<file path="config.mk">
export PLATFORM = sky130hd
export DESIGN_NAME = script_word_tokenizer
export DESIGN_NICKNAME = d
export VERILOG_FILES = /design/src/hw/rtl/swt_pkg.sv /design/src/hw/rtl/swt_front.sv /design/src/hw/rtl/swt_queue.sv /design/src/hw/rtl/swt_back.sv /design/src/hw/rtl/script_word_tokenizer.sv
export VERILOG_INCLUDE_DIRS = /design/src /design/src/hw/rtl
export SDC_FILE = /design/constraint.sdc
export NUM_CORES = 1
export LEC_CHECK = 0
export BUFFER_PORTS_ARGS = -buffer_cell sky130_fd_sc_hd__clkbuf_2
export CORE_MARGIN = 8
export CORE_UTILIZATION = 45
export CTS_BUF_LIST = sky130_fd_sc_hd__clkbuf_16
export CTS_CLUSTER_DIAMETER = 120
export DETAILED_ROUTE_END_ITERATION = 8
export PLACE_DENSITY = 0.64
export SETUP_SLACK_MARGIN = 0.05
export SLEW_MARGIN = 20
export SYNTH_ARGS = -nofsm -noshare
export SYNTH_HDL_FRONTEND = slang
export SYNTH_SLANG_ARGS = --single-unit
</file>
<file path="constraint.sdc">
create_clock -name aclk -period 6.3 [get_ports aclk]
set_clock_uncertainty 0.05 [all_clocks]
set_input_delay 0.63 -clock aclk [delete_from_list [all_inputs] [get_ports aclk]]
set_output_delay 0.63 -clock aclk [all_outputs]
set_load 0.01 [all_outputs]
</file>
<file path="src/hw/rtl/script_word_tokenizer_defines.svh">
// ----------------------------------------------------------------------------
// Script word tokenizer assertion macros
// Shared property wrappers for the tokenizer's concurrent checks.
// ----------------------------------------------------------------------------
`ifndef SCRIPT_WORD_TOKENIZER_DEFINES_SVH
`define SCRIPT_WORD_TOKENIZER_DEFINES_SVH

// Same-cycle implication, disabled while reset is asserted
`define SWT_ASSERT_IMP(label, clk, rstn, ante, cons, msg) \
    label: assert property (@(posedge clk) disable iff (!(rstn)) (ante) |-> (cons)) \
        else $error(msg);

// Next-cycle implication, disabled while reset is asserted
`define SWT_ASSERT_NEXT(label, clk, rstn, ante, cons, msg) \
    label: assert property (@(posedge clk) disable iff (!(rstn)) (ante) |=> (cons)) \
        else $error(msg);

`endif

</file>
<file path="src/hw/rtl/swt_pkg.sv">
// ----------------------------------------------------------------------------
// Script word tokenizer package
// Character codes, result kinds, tokenizer phases and queue record types.
// ----------------------------------------------------------------------------
package swt_pkg;

    localparam int unsigned BYTE_W      = 8;
    localparam int unsigned LINE_W      = 16;
    localparam int unsigned RES_MAX     = 3;
    localparam int unsigned QUEUE_DEPTH = 4;
    localparam int unsigned QPTR_W      = $clog2(QUEUE_DEPTH);
    localparam int unsigned QCNT_W      = $clog2(QUEUE_DEPTH + 1);
    localparam int unsigned RIDX_W      = $clog2(RES_MAX);

    // Character codes
    localparam logic [BYTE_W-1:0] CH_NUL   = 8'h00;
    localparam logic [BYTE_W-1:0] CH_TAB   = 8'h09;
    localparam logic [BYTE_W-1:0] CH_LF    = 8'h0A;
    localparam logic [BYTE_W-1:0] CH_CR    = 8'h0D;
    localparam logic [BYTE_W-1:0] CH_SPACE = 8'h20;
    localparam logic [BYTE_W-1:0] CH_QUOTE = 8'h22;
    localparam logic [BYTE_W-1:0] CH_COMMA = 8'h2C;
    localparam logic [BYTE_W-1:0] CH_SLASH = 8'h2F;
    localparam logic [BYTE_W-1:0] CH_COLON = 8'h3A;
    localparam logic [BYTE_W-1:0] CH_EQ    = 8'h3D;

    typedef enum logic [1:0] {
        KIND_BYTE = 2'd0,
        KIND_WEND = 2'd1,
        KIND_END  = 2'd2
    } kind_t;

    typedef enum logic [1:0] {
        PH_SKIP    = 2'd0,
        PH_COMMENT = 2'd1,
        PH_WORD    = 2'd2
    } phase_t;

    // One result item without its line number
    typedef struct packed {
        kind_t              kind;
        logic [BYTE_W-1:0]  data;
        logic               cmd;
    } res_t;

    // All results caused by one input item; they share one line number
    typedef struct packed {
        logic [RIDX_W-1:0]          cnt;
        logic [LINE_W-1:0]          line;
        res_t [RES_MAX-1:0]         res;
    } bundle_t;

    // Queue status seen by the front and back ends
    typedef struct packed {
        logic full;
        logic empty;
    } q_stat_t;

    function automatic logic is_sep(input logic [BYTE_W-1:0] c);
        return (c == CH_SPACE) || (c == CH_TAB) || (c == CH_CR) || (c == CH_LF) ||
               (c == CH_EQ) || (c == CH_COMMA);
    endfunction

endpackage

</file>
<file path="src/hw/rtl/swt_front.sv">
// ----------------------------------------------------------------------------
// Script word tokenizer front end
// Accepts one text byte per cycle while the queue is not full, updates the
// tokenizer state and builds the bundle of results that the byte causes.
// ----------------------------------------------------------------------------
module swt_front import swt_pkg::*; #(
    parameter int unsigned LINE_BITS = 16
) (
    input  logic                aclk,
    input  logic                aresetn,
    input  logic                in_valid,
    output logic                in_ready,
    input  logic [BYTE_W-1:0]   in_byte,
    input  logic                in_eob,
    input  q_stat_t             q_stat,
    output logic                push_valid,
    output bundle_t             push_data
);

    localparam logic [LINE_BITS-1:0] LINE_ONE = LINE_BITS'(1);

    phase_t                 phase_reg, phase_next;
    logic                   inq_reg, inq_next;
    logic                   hslash_reg, hslash_next;
    logic                   hquote_reg, hquote_next;
    logic                   colon_reg, colon_next;
    logic [LINE_BITS-1:0]   line_reg, line_next;

    logic                   accept;
    logic                   eot;
    logic                   is_q;
    logic                   is_lf;
    logic                   do_word;
    logic                   do_fin;
    logic [RIDX_W-1:0]      n_v;
    res_t [RES_MAX-1:0]     res_v;

    assign in_ready = !q_stat.full;
    assign accept   = in_valid && in_ready;
    assign eot      = (in_byte == CH_NUL) || in_eob;
    assign is_q     = (in_byte == CH_QUOTE);
    assign is_lf    = (in_byte == CH_LF);

    // Hold tokenizer state; advance on each accepted item
    always_ff @(posedge aclk) begin
        if (!aresetn) begin
            phase_reg  <= PH_SKIP;
            inq_reg    <= 1'b0;
            hslash_reg <= 1'b0;
            hquote_reg <= 1'b0;
            colon_reg  <= 1'b0;
            line_reg   <= LINE_ONE;
        end else if (accept) begin
            phase_reg  <= phase_next;
            inq_reg    <= inq_next;
            hslash_reg <= hslash_next;
            hquote_reg <= hquote_next;
            colon_reg  <= colon_next;
            line_reg   <= line_next;
        end
    end

    // Next state and the results of this byte
    always_comb begin
        phase_next  = phase_reg;
        inq_next    = inq_reg;
        hslash_next = hslash_reg;
        hquote_next = hquote_reg;
        colon_next  = colon_reg;
        line_next   = line_reg;
        do_word     = 1'b0;
        do_fin      = 1'b0;
        n_v         = '0;
        res_v       = '0;

        unique case (phase_reg)
            PH_WORD: begin
                if (hquote_reg) begin
                    hquote_next = 1'b0;
                    // Doubled quote inside quotes gives a literal quote
                    if (!eot && is_q) begin
                        res_v[n_v] = '{kind: KIND_BYTE, data: CH_QUOTE, cmd: 1'b0};
                        n_v        = n_v + RIDX_W'(1);
                        colon_next = 1'b0;
                    end else begin
                        inq_next = 1'b0;
                        do_word  = 1'b1;
                    end
                end else begin
                    do_word = 1'b1;
                end
            end
            PH_COMMENT: begin
                if (eot) begin
                    do_fin = 1'b1;
                end else if (is_lf) begin
                    if (line_next != '1) line_next = line_next + LINE_ONE;
                    phase_next = PH_SKIP;
                end
            end
            default: begin
                if (hslash_reg) begin
                    hslash_next = 1'b0;
                    if (!eot && (in_byte == CH_SLASH)) begin
                        phase_next = PH_COMMENT;
                    end else begin
                        // Lone slash opens a word
                        phase_next  = PH_WORD;
                        inq_next    = 1'b0;
                        hquote_next = 1'b0;
                        colon_next  = 1'b0;
                        res_v[n_v]  = '{kind: KIND_BYTE, data: CH_SLASH, cmd: 1'b0};
                        n_v         = n_v + RIDX_W'(1);
                        do_word     = 1'b1;
                    end
                end else if (eot) begin
                    do_fin = 1'b1;
                end else if (is_lf) begin
                    if (line_next != '1) line_next = line_next + LINE_ONE;
                    phase_next = PH_SKIP;
                end else if (in_byte == CH_SLASH) begin
                    phase_next  = PH_SKIP;
                    hslash_next = 1'b1;
                end else if (is_sep(in_byte)) begin
                    phase_next = PH_SKIP;
                end else begin
                    phase_next  = PH_WORD;
                    inq_next    = 1'b0;
                    hquote_next = 1'b0;
                    colon_next  = 1'b0;
                    do_word     = 1'b1;
                end
            end
        endcase

        // Process the byte as part of a word
        if (do_word) begin
            if (eot) begin
                res_v[n_v] = '{kind: KIND_WEND, data: '0, cmd: colon_next};
                n_v        = n_v + RIDX_W'(1);
                do_fin     = 1'b1;
            end else if (!inq_next && is_sep(in_byte)) begin
                res_v[n_v] = '{kind: KIND_WEND, data: '0, cmd: colon_next};
                n_v        = n_v + RIDX_W'(1);
                phase_next = PH_SKIP;
                inq_next   = 1'b0;
                if (is_lf && (line_next != '1)) line_next = line_next + LINE_ONE;
            end else if (is_q) begin
                if (inq_next) hquote_next = 1'b1;
                else          inq_next    = 1'b1;
            end else begin
                res_v[n_v] = '{kind: KIND_BYTE, data: in_byte, cmd: 1'b0};
                n_v        = n_v + RIDX_W'(1);
                colon_next = (in_byte == CH_COLON);
            end
        end

        // End of text: emit marker and return to the reset state
        if (do_fin) begin
            res_v[n_v]  = '{kind: KIND_END, data: '0, cmd: 1'b0};
            n_v         = n_v + RIDX_W'(1);
            phase_next  = PH_SKIP;
            inq_next    = 1'b0;
            hslash_next = 1'b0;
            hquote_next = 1'b0;
            colon_next  = 1'b0;
            line_next   = LINE_ONE;
        end
    end

    // Queue only items that cause results
    assign push_valid     = accept && (n_v != '0);
    assign push_data.cnt  = n_v;
    assign push_data.line = LINE_W'(line_reg);
    assign push_data.res  = res_v;

endmodule

</file>
<file path="src/hw/rtl/swt_queue.sv">
// ----------------------------------------------------------------------------
// Script word tokenizer queue
// Short FIFO of result bundles between the front and back ends.
// ----------------------------------------------------------------------------
module swt_queue import swt_pkg::*; (
    input  logic        aclk,
    input  logic        aresetn,
    input  logic        push,
    input  bundle_t     push_data,
    input  logic        pop,
    output bundle_t     head,
    output q_stat_t     stat
);

    bundle_t                 slot_reg [QUEUE_DEPTH];
    logic [QPTR_W-1:0]       wr_reg, rd_reg;
    logic [QCNT_W-1:0]       cnt_reg;
    logic                    do_push, do_pop;

    assign stat.full  = (cnt_reg == QCNT_W'(QUEUE_DEPTH));
    assign stat.empty = (cnt_reg == '0);
    assign do_push    = push && !stat.full;
    assign do_pop     = pop && !stat.empty;
    assign head       = slot_reg[rd_reg];

    // Store pushed bundles
    always_ff @(posedge aclk) begin
        if (do_push) slot_reg[wr_reg] <= push_data;
    end

    // Advance pointers and fill count
    always_ff @(posedge aclk) begin
        if (!aresetn) begin
            wr_reg  <= '0;
            rd_reg  <= '0;
            cnt_reg <= '0;
        end else begin
            if (do_push) wr_reg <= wr_reg + QPTR_W'(1);
            if (do_pop)  rd_reg <= rd_reg + QPTR_W'(1);
            case ({do_push, do_pop})
                2'b10:   cnt_reg <= cnt_reg + QCNT_W'(1);
                2'b01:   cnt_reg <= cnt_reg - QCNT_W'(1);
                default: cnt_reg <= cnt_reg;
            endcase
        end
    end

endmodule

</file>
<file path="src/hw/rtl/swt_back.sv">
// ----------------------------------------------------------------------------
// Script word tokenizer back end
// Serializes queued bundles into result items through an output register.
// ----------------------------------------------------------------------------
module swt_back import swt_pkg::*; (
    input  logic                aclk,
    input  logic                aresetn,
    input  bundle_t             head,
    input  q_stat_t             q_stat,
    output logic                pop,
    output logic                out_valid,
    input  logic                out_ready,
    output kind_t               out_kind,
    output logic [BYTE_W-1:0]   out_byte,
    output logic [LINE_W-1:0]   out_line,
    output logic                out_cmd,
    output logic                out_last
);

    logic                   valid_reg;
    res_t                   res_reg;
    logic [LINE_W-1:0]      line_reg;
    logic                   last_reg;
    logic [RIDX_W-1:0]      idx_reg;

    logic                   load;
    logic                   is_last;
    res_t                   cur;

    assign cur     = head.res[idx_reg];
    assign is_last = (idx_reg == (head.cnt - RIDX_W'(1)));
    assign load    = (!valid_reg || out_ready) && !q_stat.empty;
    assign pop     = load && is_last;

    // Control: output valid and position inside the head bundle
    always_ff @(posedge aclk) begin
        if (!aresetn) begin
            valid_reg <= 1'b0;
            idx_reg   <= '0;
        end else if (load) begin
            valid_reg <= 1'b1;
            idx_reg   <= is_last ? '0 : idx_reg + RIDX_W'(1);
        end else if (out_ready) begin
            valid_reg <= 1'b0;
        end
    end

    // Payload: load next result item
    always_ff @(posedge aclk) begin
        if (load) begin
            res_reg  <= cur;
            line_reg <= head.line;
            last_reg <= is_last;
        end
    end

    assign out_valid = valid_reg;
    assign out_kind  = res_reg.kind;
    assign out_byte  = res_reg.data;
    assign out_line  = line_reg;
    assign out_cmd   = res_reg.cmd;
    assign out_last  = last_reg;

endmodule

</file>
<file path="src/hw/rtl/script_word_tokenizer.sv">
// ----------------------------------------------------------------------------
// Script word tokenizer
// Splits script text, one byte per item, into word bytes, word ends and an
// end-of-text marker.
// ----------------------------------------------------------------------------
// It takes one text byte per cycle while s_tready is high and gives one result item per cycle while m_tready is high.
// A byte causes zero to three results (for a lone slash followed by the end of
// text: the slash, the word end and the end marker); the front end keeps
// taking bytes while the back end drains a multi-result byte, and the
// four-entry bundle queue between them sets how long such a burst can run
// before s_tready drops. An accepted byte's first result passes the queue write,
// then the output register. The line counter is LINE_BITS wide and saturates;
// m_tdata carries its low 16 bits.
`include "script_word_tokenizer_defines.svh"

module script_word_tokenizer import swt_pkg::*; #(
    parameter int unsigned LINE_BITS = 16
) (
    input  logic         aclk,
    input  logic         aresetn,
    input  logic         s_tvalid,
    output logic         s_tready,
    input  logic [7:0]   s_tdata,    // [7:0] in_byte
    input  logic         s_tlast,    // end_of_buffer
    output logic         m_tvalid,
    input  logic         m_tready,
    output logic [23:0]  m_tdata,    // [7:0] word_byte, [23:8] line_num
    output logic [2:0]   m_tuser,    // [1:0] kind, [2] is_command
    output logic         m_tlast     // last
);

    q_stat_t                q_stat;
    logic                   push_valid;
    bundle_t                push_data;
    bundle_t                head;
    logic                   pop;
    kind_t                  out_kind;
    logic [BYTE_W-1:0]      out_byte;
    logic [LINE_W-1:0]      out_line;
    logic                   out_cmd;

    // Accept and tokenize
    swt_front #(
        .LINE_BITS (LINE_BITS)
    ) u_front (
        .aclk       (aclk),
        .aresetn    (aresetn),
        .in_valid   (s_tvalid),
        .in_ready   (s_tready),
        .in_byte    (s_tdata),
        .in_eob     (s_tlast),
        .q_stat     (q_stat),
        .push_valid (push_valid),
        .push_data  (push_data)
    );

    // Buffer result bundles
    swt_queue u_queue (
        .aclk      (aclk),
        .aresetn   (aresetn),
        .push      (push_valid),
        .push_data (push_data),
        .pop       (pop),
        .head      (head),
        .stat      (q_stat)
    );

    // Serialize results
    swt_back u_back (
        .aclk      (aclk),
        .aresetn   (aresetn),
        .head      (head),
        .q_stat    (q_stat),
        .pop       (pop),
        .out_valid (m_tvalid),
        .out_ready (m_tready),
        .out_kind  (out_kind),
        .out_byte  (out_byte),
        .out_line  (out_line),
        .out_cmd   (out_cmd),
        .out_last  (m_tlast)
    );

    assign m_tdata = {out_line, out_byte};
    assign m_tuser = {out_cmd, out_kind};

    // End-of-text marker always closes the results of its byte
    `SWT_ASSERT_IMP(a_end_is_last, aclk, aresetn, m_tvalid && (out_kind == KIND_END), m_tlast, "end marker without tlast")
    // Only word bytes carry a character
    `SWT_ASSERT_IMP(a_marker_no_byte, aclk, aresetn, m_tvalid && (out_kind != KIND_BYTE), out_byte == CH_NUL, "marker with nonzero byte")
    // Command flag appears on word ends alone
    `SWT_ASSERT_IMP(a_cmd_on_wend, aclk, aresetn, m_tvalid && out_cmd, out_kind == KIND_WEND, "command flag off a word end")
    // A bundle is never pushed into a full queue
    `SWT_ASSERT_IMP(a_no_overflow, aclk, aresetn, push_valid, !q_stat.full, "push into full queue")

endmodule
</file>
* After elaboration in Yosys (flattened, before gate mapping)
Memory sizes are Yosys's and may differ from the RTL's. A register that Yosys moved wholly into a read port is not among the register bits.
Index checks and enable logic that the tools add are counted.
** Word-level totals
- Output and inout bits :: 30
- Input port bits :: 13
- Register bits after elaboration :: 60
- Memories :: 1
- Logic and storage cells :: 204
- Bits in writable memories :: 204
** Memories
- u_queue.slot_reg :: depth 4, bits a word 51, read ports 1, clocked after memory_dff 1, write ports 1, RTL line swt_queue.sv:15 : bundle_t slot_reg [QUEUE_DEPTH];
** Operators by class
- Bitwise gates (word level) :: 3
- Add/sub/neg operators :: 10
- $lt $le $gt $ge :: 5
- Reduce and logical (&&, ||, !) cells :: 31
- Equal/unequal tests :: 18
- Muxes and demuxes :: 120
** Operator list (number)
- 2-to-1 mux 33 bit :: 5
- 2-to-1 mux 16 bit :: 9
- bitwise mux 33 bit :: 2
- 2-to-1 mux 1 bit :: 62
- 2-to-1 mux 11 bit :: 5
- equality test 8 x 6 -> 1 bit (second input constant) :: 6
- demux 11 bit (select 2 bit) :: 2
- 2-to-1 mux 2 bit :: 22
- adder 16 x 1 -> 16 bit (second input constant) :: 2
- != test 16 bit (second input constant) :: 2
- case mux 16 bit (2 select lines) :: 1
- AND 30 bit :: 1
- NOT 30 bit :: 1
- equality test 8 x 4 -> 1 bit (second input constant) :: 3
- binary-select mux 11 bit (select 2 bit) :: 1
- case mux 11 bit (2 select lines) :: 1
- 2-to-1 mux 7 bit :: 2
- logical AND 1 bit :: 12
- adder 2 x 1 -> 2 bit (second input constant) :: 5
- case mux 1 bit (2 select lines) :: 5
- less-than comparator 2 x 3 -> 1 bit (second input constant) :: 3
- logical NOT 8 bit :: 1
- case mux 2 bit (2 select lines) :: 2
- logical OR 1 bit :: 7
- other kinds (16) :: 25

* Logic depth before layout (Yosys ltp)
Gate-level depths: netlist of the first run.
- Depth after elaboration :: 24
- Depth in mapped cells :: 24
- Mapped depth without buffers :: 22

* Modules after synthesis
From an unflattened synthesis of the first run, not the netlist that was laid out.
** Unflattened totals
- Cell total of the unflattened synthesis :: 817
- Area total of the unflattened synthesis :: 12020.3 µm²
** By module, submodules not included
- swt_queue :: sequential area each 6306.0 µm², cells each 321, times used 1, area an instance 7908.8 µm²
- swt_front :: sequential area each 440.4 µm², cells each 408, times used 1, area an instance 2852.7 µm²
- swt_back :: sequential area each 900.9 µm², cells each 87, times used 1, area an instance 1251.2 µm²
- script_word_tokenizer :: sequential area each 0.0 µm², cells each 1, times used 1, area an instance 7.5 µm²

* Worst setup path after synthesis of the first run
Ideal clock, no wire load.
- Kind :: input-to-reg
- Start point :: input s_tdata[5]
- End point :: register u_queue.cnt_reg[2]
- Data arrival time :: 4.881 ns
- Cell stages on the path :: 20
- Data required time :: 6.174 ns
- Slack :: 1.293 ns
- Buffers on the path :: 2
- Library setup time :: 0.076 ns
- Cell sequence :: clkbuf_1 -> nor2b_1 -> nand3_1 -> o41ai_1 -> clkbuf_1 -> ha_1 -> a21oi_1 -> nor2_1 -> o21ai_0 -> ha_1 -> nand2_1 -> o21ai_0 -> o31a_1 -> inv_1 -> ha_1 -> inv_1 -> fa_1 -> xor2_1 -> or3_1 -> a21boi_0
** RTL lines
- start, declared :: RTL line script_word_tokenizer.sv:23 : input logic [7:0] s_tdata,
- end signal, assigned :: RTL line swt_queue.sv:41 : 2'b10: cnt_reg <= cnt_reg + QCNT_W'(1);
- end signal, assigned :: RTL line swt_queue.sv:42 : 2'b01: cnt_reg <= cnt_reg - QCNT_W'(1);
- end signal, assigned :: RTL line swt_queue.sv:43 : default: cnt_reg <= cnt_reg;
- end, declared :: RTL line swt_queue.sv:17 : logic [QCNT_W-1:0] cnt_reg;

==> impl_metrics.toml, run 1 <==
[final_layout]
final_cells = 1149
largest_reg_flops = 164
fin_util = 0.510
fin_area_sq_um = 11900
final.fill_count = 1993
syn_to_final_growth_pct = 12.3
antenna_cells = 0
final_layout_size_suffix_gt1_frac = 0.187
num-nets-final = 842

[synthesis]
ys_ff_latch = 226
ys_types = 82
yosysWarningCount = 0
yosys_most_used_dff = "edfxtp_1"
synth_area_per_cell_sq_um = 13.8
ys_seq_area_frac = 0.610
synth-edff-count = 192
postSynthCellCount = 768
syn_area_sq_um = 10600
synthArstFlopShare = 0

[worst_setup_path]
reg2reg_to = "u_queue.cnt_reg[2]"
worstPathArrival_ns = 5.71
crit_type = "flip-flop to flip-flop"
endpoint = "u_queue.cnt_reg[2]"
critPathSlowestCell = "o41ai_2"
critPathTopFamily = "compound AO/OA/AOI/OAI gates"
path_common_cell = "ha_1"
r2r_cells = 20
start_kind = "flip-flop"
cpPeakStageDelay_ns = 0.87
rr_startpoint = "u_front.phase_reg[0]"
required_ns = 6.67
cp-startpoint = "u_front.phase_reg[0]"
cp_max_fo = 17
path_cells = "inv_1 > ha_1 > buf_4 > nand2b_1 > o41ai_2 > ha_1 > a21oi_1 > nor2_1 > o21ai_0 > ha_1 > nand2_1 > o21ai_0 > o31a_1 > inv_1 > ha_1 > inv_1 > fa_1 > xor2_1 > or3_1 > a21boi_0"
r2r_slack_ns = 0.96
cp-end-kind = "flip-flop"
cp.depth = 20
crit_buf_inv = 4

[grt]
grt_max_degree = 41
grt_pass1_vias = 6525
antenna_found_initial = 0
grt_util_all_layers = 0.162
gr-total-overflow = 0
grt_pass1_wl_um = 36800

[timing]
finalSetupViolations = 0
min_period_over_period = 0.848
min_period_ns = 5.34
rsz0062_at_grt = "no"
worstMarginPinSlew_ns = 1.04
finalHoldViolations = 0
setup_tns_ns = 0
worst_slack_ns = 0.960
finalMaxSlewViolations = 0
hold_ws_ns = 0.402
relSlewSlack = 0.302
fmax_mhz = 187

[power]
pwr_density_cell_nw_per_um2 = 318
leakage_nw = 3.93
ir_drop_v = 0.000175
total_power_mw = 3.77

[clock_network]
h-tree-depth = 1
cts_tree = "built"
postCtsSetupRepairBufs = 0
insertion_delay_ns = 0.50
clock-sinks = 226
cts_buffer_depth = 3
cts_hold_buf = 0
clockRootBuffer = "clkbuf_16"
cts-resized-gates = 0
numCtsBuffers = 22
clk_pin_slew_worst_paths_ns = 0.06

[detailed_routing]
drc_errors = 0
drt-initial-drc-count = 558
vias_per_cell = 5.73
wl_um = 23000
vias = 6587
dr.pass1.iters = 5
routedWlPerCell_um = 20.1
ant_nets = 0

[floorplan]
rows = 56
start_util = 0.454
die_h_um = 169
core_sq_um = 23300
die_area_sq_um = 28600
pin_count = 43
die_w_um = 169

[worst_hold_path]
hp-class = "input port to flip-flop"

[place]
placedInstanceArea_sq_um = 11200
dp.final_hpwl_um = 15500
dp.cells = 1109
io_buffers = 42
post-place-ws_ns = 0.607
gp_congestion = 0.925

[status]
status = "completed"

[run]
drv_cap = 0
-- area by class of cell --
class / count / area, sq um / share of cell area
flip-flops and latches: 226 / 6450 / 0.544
inverters: 22 / 82.6 / 0.00696
well taps: 319 / 399 / 0.0337
repair buffers: 57 / 360 / 0.0304
clock buffers: 24 / 601 / 0.0506
clock inverters: 16 / 65.1 / 0.00549
multi-input cells: 485 / 3900 / 0.329
-- Yosys cell counts, drive strengths merged, types with 3 or more instances --
cell / number / area [sq um]
o311a: 4 / 51.3
o21ai: 36 / 184
nand3: 18 / 90.1
a211oi: 3 / 27.5
a41oi: 3 / 26.3
xnor2: 13 / 114
a2111oi: 8 / 82.6
o31a: 4 / 35.0
dfxtp: 34 / 681
o211a: 4 / 40.0
and2: 26 / 163
nor2b: 10 / 62.6
a21boi: 3 / 22.5
xor2: 5 / 43.8
nand4: 9 / 56.3
nor4: 11 / 90.1
inv: 22 / 82.6
nand3b: 4 / 30.0
nor2: 54 / 205
clkbuf: 28 / 105
mux4: 41 / 923
a32oi: 4 / 35.0
edfxtp: 192 / 5770
nor3b: 6 / 50.1
buf: 10 / 50.1
o41ai: 4 / 35.0
o211ai: 10 / 75.1
nand4b: 3 / 26.3
or3: 8 / 50.1
nor3: 17 / 96.4
mux2i: 19 / 190
a22oi: 4 / 30.0
nor4b: 4 / 62.6
a31oi: 4 / 25.0
o31ai: 4 / 30.0
and3: 11 / 68.8
nand2b: 4 / 25.0
a211o: 3 / 26.3
a41o: 3 / 30.0
ha: 14 / 175
or4: 5 / 41.3
a21oi: 20 / 104
nand2: 51 / 191
-- worst register-to-register path, stage by stage, from the launching register on --
cell and delay [ns]:
dfxtp_1 0.35, inv_1 0.07, ha_1 0.30, buf_4 0.20, nand2b_1 0.27, o41ai_2 0.87
ha_1 0.40, a21oi_1 0.13, nor2_1 0.06, o21ai_0 0.24, ha_1 0.27, nand2_1 0.05
o21ai_0 0.20, o31a_1 0.39, inv_1 0.09, ha_1 0.18, inv_1 0.07, fa_1 0.41
xor2_1 0.18, or3_1 0.30, a21boi_0 0.16
-- worst min-delay path by stage --
| stage | from | endpoint | slack, ns | cells after the start |
|---|---|---|---|---|
| floorplan | u_front.colon_reg | u_front.colon_reg | 0.40 | 2 |
| detailed placement | u_front.phase_reg[1] | u_front.phase_reg[1] | 0.45 | 2 |
| global route | m_tready | u_back.out_valid | 0.41 | 3 |
| global placement | u_front.phase_reg[1] | u_front.phase_reg[1] | 0.44 | 2 |
| CTS | m_tready | u_back.out_valid | 0.39 | 3 |
| finish | m_tready | u_back.out_valid | 0.40 | 3 |
-- layer usage --
metal	vias up	GRT usage	wire length [um]
met1	3297	0.227	10700
met2	158	0.264	10900
met4	0	0.0381	425
met5	-	0	0
met3	33	0.0198	994
li1	3099	-	-
-- power by group --
group	switching [mW]	internal [mW]
registers	0.0651	1.83
clock network	0.524	0.681
logic	0.388	0.279
total	0.977	2.79
-- placed cells by master (no fill, tap or decap), types with 4 or more instances in the layout --
master	n
or3_1	8
a32oi_1	4
conb_1	4
nand3b_1	4
o21ai_0	25
a22oi_1	4
nor3_1	16
nand4_1	9
a21oi_1	19
xor2_1	5
or4_1	4
inv_1	31
buf_4	12
mux2i_1	19
a2111oi_0	5
and3_1	11
dfxtp_1	32
xnor2_1	13
o31a_1	4
nor2_1	53
o21ai_1	10
ha_1	14
mux4_2	41
and2_1	22
a31oi_1	4
and2_2	4
nor2b_1	10
nand2_1	51
clkbuf_16	24
nand2b_1	4
nor4_1	9
edfxtp_1	192
nor3b_1	5
o211ai_1	10
o211a_1	4
clkbuf_2	42
nand3_1	18
o31ai_1	4
clkinv_2	4
-- cells by family (layout without fill, tap and decap cells) --
logic type | after synthesis | in the layout | synth area share
DFF | 226 | 226 | 0.610
adders and majority gates | 15 | 15 | 0.0185
buffers and inverters | 60 | 119 | 0.0225
other | 1 | 4 | 0.000355
xor gates and xnor gates | 18 | 18 | 0.0149
AOI/OAI and AO/OA | 139 | 139 | 0.0974
muxes | 60 | 60 | 0.105
and+or+nand+nor | 249 | 249 | 0.130
Power figures use the tool's default switching activity.
==> run 2: changes to the inputs <==
Settings changed: PLACE_DENSITY 0.64 to 0.67.
Clock period 6.3 ns to 4.4 ns, I/O delays scaled along.
==> run 2 against run 1 <==
  * Worst setup slack got worse by 0.66 ns
  * Highest routed layer unchanged
  * Sequential share of layout area fell by 2.2 points
  * First-iteration DRC count fell by 3.8%
  * Combinational power rose by 51%
  * Core utilization rose by 2.2 points
  * Critical endpoint unchanged
  * Design area rose by 4.3%
  * Final cell count rose by 5.3%
==> impl_metrics.toml, run 2 (same netlist as run 1, synthesis figures left out) <==
[timing]
rsz0062_at_grt = "no"
finalMaxSlewViolations = 0
setup_tns_ns = 0
hold_ws_ns = 0.218
finalSetupViolations = 0
worstMarginPinSlew_ns = 1.01
min_period_ns = 4.10
relSlewSlack = 0.326
fmax_mhz = 244
finalHoldViolations = 0
min_period_over_period = 0.932

[floorplan]
start_util = 0.454
die_h_um = 169
die_w_um = 169
die_area_sq_um = 28600
pin_count = 43
rows = 56
core_sq_um = 23300

[power]
pwr_density_cell_nw_per_um2 = 443
leakage_nw = 4.27
clock_power_share = 0.322
power_switching_mw = 1.42
power_frac_seq = 0.494
power.internal_mw = 4.06
power.share.switching = 0.259
ir_drop_v = 0.000237
p_comb_frac = 0.184

[clock_network]
clockRootBuffer = "clkbuf_16"
h-tree-depth = 1
numCtsBuffers = 23
cts_buffer_depth = 3
cts_hold_buf = 0
clk_pin_slew_worst_paths_ns = 0.06
cts_tree = "built"
clock-sinks = 226
insertion_delay_ns = 0.51

[place]
io_buffers = 42
dp.final_hpwl_um = 15900
gp_congestion = 0.913
dp.cells = 1166

[final_layout]
num-nets-final = 903
largest_reg_flops = 164
syn_to_final_growth_pct = 17.1
final.fill_count = 1974
layout_common_cells = "edfxtp_1, buf_4, nor2_1"
antenna_cells = 0
final_common_cell = "edfxtp_1"
final_layout_size_suffix_gt1_frac = 0.253
regArea_sq_um = 6450
final_cells = 1210
multi_input_area_sq_um = 3970

[detailed_routing]
dr.pass1.iters = 6
vias = 6872
vias_per_cell = 5.68
drt-initial-drc-count = 537
ant_nets = 0
drc_errors = 0
wl_um = 24000
routedWlPerCell_um = 19.8

[grt]
gr-total-overflow = 0
antenna_found_initial = 0
grt_pass1_vias = 6889
grt_pass1_wl_um = 38200
grt_util_all_layers = 0.168
grt_max_degree = 42

[worst_setup_path]
start_kind = "flip-flop"
worstPathArrival_ns = 4.49
required_ns = 4.78
cp-end-kind = "flip-flop"
cp_max_fo = 6
crit_type = "flip-flop to flip-flop"

[status]
status = "completed"

[worst_hold_path]
hp-class = "input port to flip-flop"

[run]
drv_cap = 0
## run 2: final timing paths
path | slack, ns | from | cells past startpoint | endpoint
worst max-delay path | 0.30 | u_front.phase_reg[0] | 19 | u_queue.cnt_reg[2]
worst min-delay path | 0.22 | m_tready | 3 | u_back.out_valid
worst max register to register | 0.30 | u_front.phase_reg[0] | 19 | u_queue.cnt_reg[2]
worst min register to register | 0.48 | u_front.colon_reg | 2 | u_front.colon_reg
## run 2: cell type report
| type | instances | area share |
|---|---|---|
| flip-flops and latches | 226 | 0.521 |
| repair buffers | 117 | 0.0638 |
| clock inverters | 18 | 0.00840 |
| multi-input cells | 485 | 0.321 |
| well taps | 319 | 0.0323 |
| inverters | 22 | 0.00668 |
| clock buffers | 23 | 0.0465 |
## run 2: power groups by stage
stage	Combinational, mW	Sequential (mW)	Clock, mW
after floorplan	0.592	2.80	0
after global placement	1.02	2.75	0
after detailed placement	1.03	2.76	0
after CTS	1.03	2.71	1.80
after global routing	1.11	2.73	1.88
final	1.01	2.71	1.76
## run 2: routing by layer
metal	vias to the layer above	global-route usage	wire length [um]
li1	3234	-	-
met1	3417	0.235	10900
met2	190	0.272	11200
met3	31	0.0198	1310
met4	0	0.0466	463
met5	-	0	0
## run 2: worst max-delay path: stages, from the launching register on
cell,delay (ns)
dfxtp_2,0.34
inv_1,0.08
ha_4,0.27
nand2b_2,0.22
o41ai_4,0.40
ha_1,0.31
a21oi_1,0.13
nor2_1,0.08
o21ai_1,0.18
ha_1,0.25
nand2_1,0.06
o21ai_1,0.09
o31a_1,0.27
inv_1,0.06
ha_1,0.16
inv_1,0.06
fa_1,0.39
xor2_1,0.18
or3_1,0.30
a21boi_1,0.15
## run 2: per-stage QoR
step	setup WS, ns	utilization	total power, mW	cell area (sq um)
after floorplan	-0.174	-	3.39	10600
after global placement	-0.0564	0.500	3.77	11600
after detailed placement	-0.158	0.500	3.78	11600
after CTS	0.107	0.529	5.54	12300
after global routing	0.0529	0.532	5.72	12400
final	0.298	0.532	5.48	12400
## run 2: repair_timing
item,CTS,global route
gates resized for setup,1,13
setup buffers,0,3
endpoints found under the setup margin,1,2
pin swaps,0,5
